### config.mk
export PLATFORM = sky130hd
export DESIGN_NAME = http_request_byte_parser
export DESIGN_NICKNAME = d
export VERILOG_FILES = /design/src/hdl/hrbp_pkg.sv /design/src/hdl/http_request_byte_parser.sv /design/src/hdl/hrbp_in_stage.sv /design/src/hdl/hrbp_parser.sv /design/src/hdl/hrbp_out_stage.sv
export VERILOG_INCLUDE_DIRS = /design/src /design/src/hdl
export SDC_FILE = /design/constraint.sdc
export NUM_CORES = 1
export LEC_CHECK = 0
export BUFFER_PORTS_ARGS = -buffer_cell sky130_fd_sc_hd__buf_2
export CORE_UTILIZATION = 40
export DETAILED_ROUTE_END_ITERATION = 10
export HOLD_SLACK_MARGIN = 0.08
export RECOVER_POWER = 100
export SYNTH_ARGS = -nofsm -noshare
export SYNTH_HDL_FRONTEND = slang
export SYNTH_HIERARCHICAL = 1
export SYNTH_SLANG_ARGS = --single-unit
### constraint.sdc
create_clock -name clk -period 7.57 [get_ports clk]
set_input_delay 0.757 -clock clk [delete_from_list [all_inputs] [get_ports clk]]
set_output_delay 0.757 -clock clk [all_outputs]
set_load 0.01 [all_outputs]
### src/hdl/http_request_byte_parser_macros.svh
// Assertion macros used by the HTTP request byte parser top level.
`ifndef HTTP_REQUEST_BYTE_PARSER_MACROS_SVH
`define HTTP_REQUEST_BYTE_PARSER_MACROS_SVH
`ifndef ASSERT_OFF
// Same-cycle implication, disabled while reset is asserted.
`define HRBP_ASSERT_IMPL(label, clk, rst_n, ante, cons, msg) \
	label: assert property (@(posedge clk) disable iff (!rst_n) (ante) |-> (cons)) \
		else $error(msg);
// Next-cycle implication, disabled while reset is asserted.
`define HRBP_ASSERT_NEXT(label, clk, rst_n, ante, cons, msg) \
	label: assert property (@(posedge clk) disable iff (!rst_n) (ante) |=> (cons)) \
		else $error(msg);
`else
`define HRBP_ASSERT_IMPL(label, clk, rst_n, ante, cons, msg)
`define HRBP_ASSERT_NEXT(label, clk, rst_n, ante, cons, msg)
`endif
`endif

### src/hdl/hrbp_pkg.sv
// Shared types, character codes and byte classes of the HTTP request byte parser.
package hrbp_pkg;

	// Width of the body length and the value accumulator.
	localparam int LENGTH_BITS = 31;
	// Fixed width of the content_length port.
	localparam int OUT_LEN_W = 31;
	// Length of the lowercase "content-length" key.
	localparam logic [3:0] KEY_LEN = 4'd14;

	// Byte classes reported on byte_class.
	localparam logic [2:0] CLS_IGNORE = 3'd0;
	localparam logic [2:0] CLS_METHOD = 3'd1;
	localparam logic [2:0] CLS_PATH   = 3'd2;
	localparam logic [2:0] CLS_HEAD   = 3'd3;
	localparam logic [2:0] CLS_BODY   = 3'd4;

	// Character codes.
	localparam logic [7:0] CH_TAB   = 8'h09;
	localparam logic [7:0] CH_LF    = 8'h0A;
	localparam logic [7:0] CH_VT    = 8'h0B;
	localparam logic [7:0] CH_FF    = 8'h0C;
	localparam logic [7:0] CH_CR    = 8'h0D;
	localparam logic [7:0] CH_SP    = 8'h20;
	localparam logic [7:0] CH_0     = 8'h30;
	localparam logic [7:0] CH_9     = 8'h39;
	localparam logic [7:0] CH_COLON = 8'h3A;
	localparam logic [7:0] CH_UC_A  = 8'h41;
	localparam logic [7:0] CH_UC_Z  = 8'h5A;

	// Position of the stream: request line, header lines or body.
	typedef enum logic [1:0] {
		SEC_LINE,
		SEC_HEAD,
		SEC_BODY
	} section_t;

	// Progress through one header line.
	typedef enum logic [2:0] {
		PH_KEY,
		PH_SKIP,
		PH_DIGITS,
		PH_STOPPED,
		PH_ERROR,
		PH_OTHER
	} phase_t;

	// Per-line header tracking state.
	typedef struct packed {
		phase_t                   phase;
		logic [3:0]               key_idx;
		logic                     key_mis;
		logic [LENGTH_BITS-1:0]   acc;
	} hdr_t;

	// One result word.
	typedef struct packed {
		logic [7:0]           data;
		logic [2:0]           cls;
		logic                 done;
		logic [OUT_LEN_W-1:0] len;
		logic                 err;
	} result_t;

endpackage

### src/hdl/http_request_byte_parser.sv
// HTTP request byte parser: takes one request byte per word and returns one result word per
// byte, classing it as method, path, header, body or ignored, tracking Content-Length and
// flagging request completion. A new byte is taken every clock cycle while out_ready does
// not stall the result register; each byte passes an input register and then a result
// register, where its result word is held until the consumer takes it.
// The cycle budget is set by the per-byte state update, whose longest path is the header
// value accumulate (one multiply by ten and add, with an overflow check).
module http_request_byte_parser (
	input  logic        clk,
	input  logic        arst_n,
	input  logic        in_valid,
	output logic        in_ready,
	input  logic [7:0]  in_byte,
	output logic        out_valid,
	input  logic        out_ready,
	output logic [7:0]  out_byte,
	output logic [2:0]  byte_class,
	output logic        request_done,
	output logic [30:0] content_length,
	output logic        header_error
);
	import hrbp_pkg::*;
	`include "http_request_byte_parser_macros.svh"

	logic       valid_s1;
	logic [7:0] byte_s1;
	logic       advance;
	result_t    res;
	result_t    res_s2;

	// Input register.
	hrbp_in_stage u_in (
		.clk      (clk),
		.arst_n   (arst_n),
		.in_valid (in_valid),
		.in_ready (in_ready),
		.in_byte  (in_byte),
		.advance  (advance),
		.valid_s1 (valid_s1),
		.byte_s1  (byte_s1)
	);

	// Parser state machine, stepped when a word moves into the result register.
	hrbp_parser u_parser (
		.clk    (clk),
		.arst_n (arst_n),
		.step   (valid_s1 && advance),
		.data   (byte_s1),
		.res    (res)
	);

	// Result register.
	hrbp_out_stage u_out (
		.clk       (clk),
		.arst_n    (arst_n),
		.valid_s1  (valid_s1),
		.res       (res),
		.advance   (advance),
		.valid_s2  (out_valid),
		.res_s2    (res_s2),
		.out_ready (out_ready)
	);

	// Output fields.
	assign out_byte       = res_s2.data;
	assign byte_class     = res_s2.cls;
	assign request_done   = res_s2.done;
	assign content_length = res_s2.len;
	assign header_error   = res_s2.err;

	// Completion only happens on the empty-line LF or on a body byte.
	`HRBP_ASSERT_IMPL(a_done_class, clk, arst_n, out_valid && request_done, byte_class == CLS_IGNORE || byte_class == CLS_BODY, "request_done on a byte that cannot complete a request")
	// A length error is reported only on the LF that closes a header line.
	`HRBP_ASSERT_IMPL(a_err_on_lf, clk, arst_n, out_valid && header_error, byte_class == CLS_IGNORE && out_byte == CH_LF && !request_done, "header_error on a byte other than a line-closing LF")
	// The body is entered only with a nonzero length in force.
	`HRBP_ASSERT_IMPL(a_body_len, clk, arst_n, out_valid && byte_class == CLS_BODY, content_length != '0, "body byte with zero content length")
	// A word held in the input register while the result side stalls is kept intact.
	`HRBP_ASSERT_NEXT(a_s1_hold, clk, arst_n, valid_s1 && !advance, valid_s1 && $stable(byte_s1), "input stage lost or changed a stalled word")

endmodule

### src/hdl/hrbp_in_stage.sv
// Input register stage: holds one accepted word until the parser takes it.
module hrbp_in_stage (
	input  logic       clk,
	input  logic       arst_n,
	input  logic       in_valid,
	output logic       in_ready,
	input  logic [7:0] in_byte,
	input  logic       advance,
	output logic       valid_s1,
	output logic [7:0] byte_s1
);
	import hrbp_pkg::*;

	// The stage frees up when empty or when its word moves on this cycle.
	assign in_ready = !valid_s1 || advance;

	// Valid flag.
	always_ff @(posedge clk or negedge arst_n) begin
		if (!arst_n) begin
			valid_s1 <= 1'b0;
		end else if (in_ready) begin
			valid_s1 <= in_valid;
		end
	end

	// Payload register, loaded on acceptance only.
	always_ff @(posedge clk) begin
		if (in_valid && in_ready) begin
			byte_s1 <= in_byte;
		end
	end

endmodule

### src/hdl/hrbp_parser.sv
// Per-byte parser state machine: classifies a byte and updates the request state.
module hrbp_parser (
	input  logic             clk,
	input  logic             arst_n,
	input  logic             step,
	input  logic [7:0]       data,
	output hrbp_pkg::result_t res
);
	import hrbp_pkg::*;

	section_t               section_q, section_d;
	logic [2:0]             tok_q, tok_d;
	logic                   cp_q, cp_d;
	logic                   als_q, als_d;
	hdr_t                   hdr_q, hdr_d;
	logic [LENGTH_BITS-1:0] blen_q, blen_d;
	logic [LENGTH_BITS-1:0] rem_q, rem_d;
	logic [LENGTH_BITS-1:0] rem_dec;
	logic                   is_space;
	logic [2:0]             cls;
	logic                   done;
	logic                   err;

	// Lowercase characters of the Content-Length key.
	function automatic logic [7:0] key_char(input logic [3:0] idx);
		logic [7:0] r;
		case (idx)
			4'd0:    r = 8'h63;
			4'd1:    r = 8'h6F;
			4'd2:    r = 8'h6E;
			4'd3:    r = 8'h74;
			4'd4:    r = 8'h65;
			4'd5:    r = 8'h6E;
			4'd6:    r = 8'h74;
			4'd7:    r = 8'h2D;
			4'd8:    r = 8'h6C;
			4'd9:    r = 8'h65;
			4'd10:   r = 8'h6E;
			4'd11:   r = 8'h67;
			4'd12:   r = 8'h74;
			4'd13:   r = 8'h68;
			default: r = 8'h00;
		endcase
		return r;
	endfunction

	// One content character of a header line.
	function automatic hdr_t hdr_step(input hdr_t h, input logic [7:0] c);
		hdr_t                   r;
		logic [7:0]             f;
		logic                   digit;
		logic [LENGTH_BITS+3:0] nx;
		r = h;
		f = (c >= CH_UC_A && c <= CH_UC_Z) ? c + 8'd32 : c;
		digit = (c >= CH_0) && (c <= CH_9);
		nx = ({4'd0, h.acc} << 3) + ({4'd0, h.acc} << 1) + (LENGTH_BITS+4)'(c[3:0]);
		case (h.phase)
			PH_KEY: begin
				if (c == CH_COLON) begin
					r.phase = (!h.key_mis && h.key_idx == KEY_LEN) ? PH_SKIP : PH_OTHER;
				end else if (!h.key_mis) begin
					if (h.key_idx >= KEY_LEN || f != key_char(h.key_idx)) begin
						r.key_mis = 1'b1;
					end else begin
						r.key_idx = h.key_idx + 4'd1;
					end
				end
			end
			PH_SKIP: begin
				if (c == CH_SP || c == CH_TAB) begin
					r = h;
				end else if (digit) begin
					r.acc   = LENGTH_BITS'(c[3:0]);
					r.phase = PH_DIGITS;
				end else begin
					r.phase = PH_ERROR;
				end
			end
			PH_DIGITS: begin
				if (digit) begin
					if (|nx[LENGTH_BITS+3:LENGTH_BITS]) begin
						r.phase = PH_ERROR;
					end else begin
						r.acc = nx[LENGTH_BITS-1:0];
					end
				end else begin
					r.phase = PH_STOPPED;
				end
			end
			default: begin
				r = h;
			end
		endcase
		return r;
	endfunction

	// Request-line whitespace.
	assign is_space = (data == CH_SP) || (data == CH_TAB) || (data == CH_LF) ||
	                  (data == CH_VT) || (data == CH_FF) || (data == CH_CR);
	assign rem_dec = (rem_q != '0) ? rem_q - LENGTH_BITS'(1) : rem_q;

	// Next state and result for the current byte.
	always_comb begin
		section_d = section_q;
		tok_d     = tok_q;
		cp_d      = cp_q;
		als_d     = als_q;
		hdr_d     = hdr_q;
		blen_d    = blen_q;
		rem_d     = rem_q;
		cls       = CLS_IGNORE;
		done      = 1'b0;
		err       = 1'b0;
		case (section_q)
			SEC_BODY: begin
				cls   = CLS_BODY;
				rem_d = rem_dec;
				done  = (rem_dec == '0);
			end
			SEC_HEAD: begin
				if (cp_q && data == CH_LF) begin
					if (als_q) begin
						cp_d = 1'b0;
						if (blen_q != '0) begin
							section_d = SEC_BODY;
							rem_d     = blen_q;
						end else begin
							done = 1'b1;
						end
					end else begin
						if (hdr_q.phase == PH_DIGITS || hdr_q.phase == PH_STOPPED) begin
							blen_d = hdr_q.acc;
						end else if (hdr_q.phase == PH_SKIP || hdr_q.phase == PH_ERROR) begin
							err = 1'b1;
						end
						cp_d  = 1'b0;
						als_d = 1'b1;
						hdr_d = '{phase: PH_KEY, key_idx: 4'd0, key_mis: 1'b0, acc: '0};
					end
				end else begin
					// A pending CR not followed by LF counts as line text.
					if (cp_q) begin
						hdr_d = hdr_step(hdr_q, CH_CR);
						als_d = 1'b0;
					end
					cp_d = 1'b0;
					if (data == CH_CR) begin
						cp_d = 1'b1;
					end else begin
						hdr_d = hdr_step(hdr_d, data);
						als_d = 1'b0;
						cls   = CLS_HEAD;
					end
				end
			end
			default: begin
				if (cp_q && data == CH_LF) begin
					section_d = SEC_HEAD;
					tok_d     = 3'd0;
					cp_d      = 1'b0;
					als_d     = 1'b1;
					hdr_d     = '{phase: PH_KEY, key_idx: 4'd0, key_mis: 1'b0, acc: '0};
				end else begin
					cp_d = (data == CH_CR);
					if (is_space) begin
						if (tok_q == 3'd1) begin
							tok_d = 3'd2;
						end else if (tok_q == 3'd3) begin
							tok_d = 3'd4;
						end
					end else if (tok_q <= 3'd1) begin
						tok_d = 3'd1;
						cls   = CLS_METHOD;
					end else if (tok_q <= 3'd3) begin
						tok_d = 3'd3;
						cls   = CLS_PATH;
					end
				end
			end
		endcase
	end

	// Result word; the length shown is the one in force before any restart.
	assign res = '{data: data, cls: cls, done: done, len: OUT_LEN_W'(blen_d), err: err};

	// State registers; completion of a request returns everything to reset.
	always_ff @(posedge clk or negedge arst_n) begin
		if (!arst_n) begin
			section_q <= SEC_LINE;
			tok_q     <= 3'd0;
			cp_q      <= 1'b0;
			als_q     <= 1'b1;
			hdr_q     <= '{phase: PH_KEY, key_idx: 4'd0, key_mis: 1'b0, acc: '0};
			blen_q    <= '0;
			rem_q     <= '0;
		end else if (step) begin
			if (done) begin
				section_q <= SEC_LINE;
				tok_q     <= 3'd0;
				cp_q      <= 1'b0;
				als_q     <= 1'b1;
				hdr_q     <= '{phase: PH_KEY, key_idx: 4'd0, key_mis: 1'b0, acc: '0};
				blen_q    <= '0;
				rem_q     <= '0;
			end else begin
				section_q <= section_d;
				tok_q     <= tok_d;
				cp_q      <= cp_d;
				als_q     <= als_d;
				hdr_q     <= hdr_d;
				blen_q    <= blen_d;
				rem_q     <= rem_d;
			end
		end
	end

endmodule

### src/hdl/hrbp_out_stage.sv
// Result register stage: holds one result word until the consumer takes it.
module hrbp_out_stage (
	input  logic              clk,
	input  logic              arst_n,
	input  logic              valid_s1,
	input  hrbp_pkg::result_t res,
	output logic              advance,
	output logic              valid_s2,
	output hrbp_pkg::result_t res_s2,
	input  logic              out_ready
);
	import hrbp_pkg::*;

	// The register takes a new word when empty or when its word leaves.
	assign advance = !valid_s2 || out_ready;

	// Valid flag.
	always_ff @(posedge clk or negedge arst_n) begin
		if (!arst_n) begin
			valid_s2 <= 1'b0;
		end else if (advance) begin
			valid_s2 <= valid_s1;
		end
	end

	// Payload register.
	always_ff @(posedge clk) begin
		if (advance && valid_s1) begin
			res_s2 <= res;
		end
	end

endmodule
* Word-level counts from Yosys, hierarchy flattened *
Memories as Yosys holds them, arrays and structs flattened.
Cells that the tools add are included.

storage, ports and cells
  register bits after elaboration = 162
  bits in read-only memories = 224
  bits of input ports = 12
  output and inout port bits = 46
  word-level logic and storage cells = 193
  memories kept = 2

operators by class
  add/sub/neg operators = 6
  order comparisons = 8
  equality and inequality tests = 28
  mux-type cells = 91
  bitwise logic cells = 2
  reduce and logical (&&, ||, !) cells = 38

memory list
  memory           words  width  read ports  clocked after Yosys merged registers in  wr ports  line               source
  (no name shown)  16     7      1           0                                        0         hrbp_parser.sv:27  case (idx)
  (no name shown)  16     7      1           0                                        0         hrbp_parser.sv:27

operator list
  kind                   number
  $mux 31                14
  $mux 39                8
  $pmux 31 s2            2
  $mux 8                 12
  $pmux 39 s2            1
  $reduce_bool 31->1     2
  $mux 3                 18
  $eq 8x4->1 const B     5
  $add 34x32->35         1
  $add 35x4->35          1
  $logic_not 31->1       1
  $sub 31x1->31 const B  1
  $mux 5                 5
  $eq 8x6->1 const B     2
  $mux 1                 15
  $mux 2                 7
  $eq 3x2->1 const B     4
  $pmux 3 s2             2
  $reduce_and 4->1       3
  $logic_or 1x1->1       11
  $reduce_and 5->1       2
  $eq 3x1->1 const B     3
  $ne 3x1->1 const B     3
  $pmux 3 s3             1
  32 further kinds       49

* Logic depth before layout (Yosys ltp) *
An unclocked memory read counts as a cell.

  word-level depth = 31
  gate-level depth with buffers = 16
  depth with buffers taken out = 14

* Hierarchy *
The synthesis kept the hierarchy.

modules (own cells, without submodules)
  module                    instances  cells an instance  area each (µm²)  seq. area each (µm²)
  hrbp_parser               1          1155               9097.5           2703.8
  hrbp_out_stage            1          48                 1375.1           1346.3
  hrbp_in_stage             1          12                 294.0            265.3
  http_request_byte_parser  1          1                  6.3              0.0

* Worst setup path after synthesis *
Ideal clock, no wire load.

  path kind = flip-flop to flip-flop
  start = reg u_in.byte_s1[3]
  end = reg u_parser/hdr_q[29] in the netlist's numbering
  library setup time = 0.078 ns
  arrival = 4.004 ns
  required time = 7.492 ns
  slack = 3.488 ns
  cell stages (with the launch flop) = 17
  path buffers = 2
  period minus slack after synthesis = 4.082 ns
  cells stage by stage = edfxtp_1 -> clkbuf_1 -> inv_1 -> fa_1 -> inv_1 -> ha_1 -> a21oi_1 -> nor2_1 -> o211ai_1 -> a211oi_1 -> o211ai_1 -> mux2_2 -> o2111a_1 -> a41o_1 -> o21ai_1 -> clkbuf_1 -> o2bb2ai_1

on the way
  word-level cells in the longest chain between the ends = 9
  elaborated cells on any way between the ends = 26
  classes of those cells = add/sub: 1; order compare: 2; eq/ne: 6; mux: 11; reduce/logical: 6

RTL lines
  what                                                         line                                  source
  start, declared                                              hrbp_in_stage.sv:10                   output logic [7:0] byte_s1
  start signal, assigned                                       hrbp_in_stage.sv:29                   byte_s1 <= in_byte;
  $add 35x4->35 (tied with other cells)                        hrbp_parser.sv:56                     nx = ({4'd0, h.acc} << 3) + ({4'd0, h.acc} << 1) + (LENGTH_BITS+4)'(c[3:0]);
  $reduce_or 4->1 / $logic_and 1x1->1 (equally long branches)  hrbp_parser.sv:81, hrbp_parser.sv:55
  $mux 31, on equally long branches                            hrbp_parser.sv:81, hrbp_parser.sv:72
  $mux 31, on equally long branches                            hrbp_parser.sv:80, hrbp_parser.sv:70
  $pmux 31 s2                                                  hrbp_parser.sv:57                     case (h.phase)
  $mux 39                                                      hrbp_parser.sv:147                    if (data == CH_CR) begin
  $mux 39                                                      hrbp_parser.sv:121                    if (cp_q && data == CH_LF) begin
  $pmux 39 s2                                                  hrbp_parser.sv:114                    case (section_q)
  $mux 39                                                      hrbp_parser.sv:197                    if (done) begin
  end signal, assigned                                         hrbp_parser.sv:193                    hdr_q <= '{phase: PH_KEY, key_idx: 4'd0, key_mis: 1'b0, acc: '0};
  end signal, assigned                                         hrbp_parser.sv:202                    hdr_q <= '{phase: PH_KEY, key_idx: 4'd0, key_mis: 1'b0, acc: '0};
  end signal, assigned                                         hrbp_parser.sv:210                    hdr_q <= hdr_d;
  end, declared                                                hrbp_parser.sv:15                     hdr_t hdr_q, hdr_d;

Parallel ways exist; a longest one is shown, timed or not.
A chain may end at the register's enable or synchronous reset.

* Final worst setup path *
  start = reg u_parser.rem_q[0]
  end = reg u_parser/hdr_q[7] in the netlist's numbering

on the way
  word-level cells in the longest chain between the ends = 6
  elaborated cells on any way between the ends = 10
  classes of those cells = add/sub: 1; eq/ne: 2; mux: 3; reduce/logical: 4

RTL lines
  what                                                        line                source
  start, declared                                             hrbp_parser.sv:17   logic [LENGTH_BITS-1:0] rem_q, rem_d;
  start signal, assigned                                      hrbp_parser.sv:212  rem_q <= rem_d;
  $sub 31x1->31 / $reduce_bool 31->1 (equally long branches)  hrbp_parser.sv:100  assign rem_dec = (rem_q != '0) ? rem_q - LENGTH_BITS'(1) : rem_q;
  $mux 31 *                                                   hrbp_parser.sv:100
  $logic_not 31->1 *                                          hrbp_parser.sv:118  done = (rem_dec == '0);
  $pmux 1 s2 *                                                hrbp_parser.sv:114
  $ne 4x4->1 (no line) (tied with other cells)                --
  $reduce_and 4->1 (no line)                                  --

Every way passes the cells marked *; elsewhere a longest branch is shown, timed or not.

==> flow_metrics.env <==
export IMPL_holdPathEnd="u_in/byte_s1[2]"
export IMPL_endpoint_kind="flip-flop"
export IMPL_power_density_nw_per_um2=200
export IMPL_rsz0062_at_grt="false"
export IMPL_synth_top_cell_area_share_pct=25.3
export IMPL_fin_cells=1575
export IMPL_start_util_pct=41.1
export IMPL_overflow=0
export IMPL_syn_cell_area_sq_um=10800
export IMPL_syn_area_per_cell_sq_um=8.86
export IMPL_grt_use_total_pct=22.4
export IMPL_fin_ws_ns=1.37
export IMPL_layout_drive_gt1_share_pct=5.24
export IMPL_wl_per_cell_um=19.2
export IMPL_cpPeakStageDelay_ns=1.41
export IMPL_area_growth_pct=8.59
export IMPL_die_w_um=166
export IMPL_final_seq_area_sq_um=4320
export IMPL_die_h_um=166
export IMPL_antenna_left=0
export IMPL_cts_root_buf="clkbuf_16"
export IMPL_vias=9467
export IMPL_synth_distinct_cells=80
export IMPL_synth_area_top_cells="dfrtp_1 (25%), edfxtp_1 (14%), ha_1 (8.4%)"
export IMPL_cts_resized=0
export IMPL_failed_checks="DRC, capacitance limit, slew limit"
export IMPL_p_leak_nw=4.76
export IMPL_dp_cells=1543
export IMPL_r2r_end="u_parser/hdr_q[7]"
export IMPL_finalCriticalPeriod_ns=6.20
export IMPL_multi_input_area_sq_um=5790
export IMPL_vias_per_cell=6.01
export IMPL_post_cts_buffers=0
export IMPL_dp_hpwl_um=21600
export IMPL_async_reset_ff_share_pct=67.9
export IMPL_grt_max_degree=78
export IMPL_dp_slack_ns=2.23
export IMPL_synth_cells=1216
export IMPL_critPathKind="flip-flop to flip-flop"
export IMPL_cts_buffers=17
export IMPL_path_cells="inv_1 > ha_1 > or3b_2 > or3_1 > or4_1 > xnor2_1 > nand3_1 > or4_1 > o31ai_1 > nand3_1 > clkbuf_1 > o32ai_1"
export IMPL_slowest_stage="o31ai_1"
export IMPL_drt_wl_total_um=30200
export IMPL_hold_depth=1
export IMPL_syn_nets=1302
export IMPL_r2r_setup_slack_ns=1.37
export IMPL_yosysMostFrequentCell="o21ai_0"
export IMPL_cts_hold_buf=0
export IMPL_utilization_pct=44.6
export IMPL_critPathArrivalTime_ns=6.52
export IMPL_place_port_buffers=57
export IMPL_cts_sinks=162
export IMPL_dominantRegCellSynth="dfrtp_1"
export IMPL_ir_drop_uv=89.4
export IMPL_yosys_warnings=6
export IMPL_clock_latency_ns=0.43
export IMPL_crit_path_max_fanout=27
export IMPL_max_cap_violations=5
export IMPL_total_power_mw=2.34
export IMPL_skew_ns=0.0107
export IMPL_worstMarginPinSlew_ns=3.34
export IMPL_io_pins=58
export IMPL_htreeDepth=4
export IMPL_cts_tree="yes"
export IMPL_status="finished with violations"
export IMPL_required_ns=7.89
export IMPL_drtIter0Drc=886
export IMPL_diodes=0
export IMPL_timing_rr_start="u_parser/rem_q[0]"
export IMPL_max_slew_margin_pct=-123
export IMPL_startpoint_type="flip-flop"
export IMPL_slew_viol_final=209
export IMPL_ys_seq_area_share_pct=40.1
export IMPL_dieArea_sq_um=27600
export IMPL_period_share_pct=81.9
export IMPL_nFillCells=2560
export IMPL_rows=59
export IMPL_clock_fmax_mhz=161
export IMPL_finalSetupViolations=0
export IMPL_synth_area_leader_cell="dfrtp_1"
export IMPL_grt_pass1_wl_um=49000
export IMPL_synth_seq_cells=162
export IMPL_layout_nets=1313
export IMPL_clk_pin_slew_ns=0.07
export IMPL_drc=1
export IMPL_grt_pass1_vias=8979
export IMPL_fin_setup_tns_ns=0
export IMPL_synth_edff_count=52
export IMPL_r2r_cells=12
export IMPL_yosys_top_cells_count="o21ai_0 (127), dfrtp_1 (109), nand2_1 (99)"
export IMPL_core_area_sq_um=26200
export IMPL_finalHoldViolCount=0
export IMPL_holdCritPathClass="primary input to flip-flop"
export IMPL_dr_pass1_iters=8
export IMPL_antenna_found_initial=0
export IMPL_hp_start="in_byte[2]"
export IMPL_clk_path_buf_depth=2
export IMPL_place_gp_congestion=0.976
per-layer routing:
metal  track usage [%]  up-vias  wire length (um)
met3              4.15       53              1860
li1                  -     4507                 -
met5                 0        -                 0
met1              31.8     4573             14000
met4              8.17        0               798
met2              33.9      334             13500
worst max-delay path: cells and delay by family, from the launching register on:
family / cells / cell delay (ns)
adders and majority gates: 1 / 0.28
and+or+nand+nor: 6 / 2.51
buffers and inverters: 2 / 0.72
xor gates and xnor gates: 1 / 0.24
AOI/OAI and AO/OA: 2 / 1.89
DFF: 1 / 0.43
stage by stage:
stage          hold WS (ns)  area [sq um]
5_1_grt               0.486         11700
3_5_place_dp          0.491         11200
4_1_cts               0.372         11800
3_3_place_gp          0.485         11200
2_1_floorplan         0.461         10800
6_report              0.498         11700
where the power goes:
part	switching, mW	total, mW	internal, mW
registers	0.102	1.13	1.03
clock network	0.368	0.874	0.506
logic	0.225	0.336	0.111
total	0.695	2.34	1.65
layout by cell type (no fill, tap or decap), drive strengths merged, types with 8 or more instances in the layout:
cell type | Yosys | final
dfrtp | 109 | 109
o21ai | 129 | 129
nand2b | 20 | 20
ha | 72 | 72
a211oi | 9 | 9
nor3 | 33 | 33
clkbuf | 54 | 72
o2bb2ai | 25 | 25
o211ai | 8 | 8
a21o | 9 | 9
edfxtp | 52 | 52
xnor2 | 23 | 23
o22ai | 14 | 14
and3 | 10 | 10
or3 | 11 | 11
o31ai | 15 | 15
nor2 | 76 | 76
and2 | 10 | 10
buf | 22 | 16
a22oi | 10 | 10
a21oi | 68 | 68
inv | 78 | 80
a31oi | 20 | 20
nand3 | 72 | 72
nor4 | 22 | 22
nand4 | 19 | 19
o21a | 8 | 8
mux2i | 8 | 8
or4 | 8 | 8
xor2 | 16 | 16
nand2 | 99 | 99
layout make-up:
cell class / count / share of cell area (%)
clock inverter: 12 / 1.11
timing repair buffer: 68 / 2.48
multi-input combinational: 900 / 49.5
clock buffer: 20 / 3.91
inverter: 78 / 2.50
tap: 335 / 3.58
sequential: 162 / 36.9
logic make-up (layout without fill, tap and decap cells):
logic type               Yosys count  after routing  share of synthesized area [%]
AND/OR/NAND/NOR                  410            410                           19.3
AO/OA/AOI/OAI                    364            364                           21.5
flip-flops                       162            162                           40.1
buffers and inverters            154            178                           5.85
adder cells (fa/ha/maj)           75             75                           8.83
XOR/XNOR                          39             39                           3.24
multiplexers                      12             12                           1.16
worst max path at each step:
stage / slack, ns / cells past startpoint / to / from
6_report: 1.37 / 12 / u_parser/hdr_q[7] / u_parser/rem_q[0]
5_1_grt: 0.93 / 10 / u_parser/hdr_q[7] / u_parser/rem_q[13]
4_1_cts: 2.20 / 12 / u_parser/rem_q[12] / u_parser/rem_q[0]
3_5_place_dp: 2.23 / 12 / u_parser/rem_q[12] / u_parser/rem_q[0]
3_3_place_gp: 2.32 / 12 / u_parser/rem_q[24] / u_parser/rem_q[0]
2_1_floorplan: 3.49 / 16 / u_parser/hdr_q[29] / u_in/byte_s1[3]
registers in the layout, summed over array words and instances, names as in the netlist:
name / count
u_in/byte_s1: 8
u_in/valid_s1: 1
u_out/res_s2: 44
u_out/valid_s2: 1
u_parser/als_q: 1
u_parser/blen_q: 31
u_parser/cp_q: 1
u_parser/hdr_q: 39
u_parser/rem_q: 31
u_parser/section_q: 2
u_parser/tok_q: 3
No activity file was read; power rests on OpenSTA's default activity.
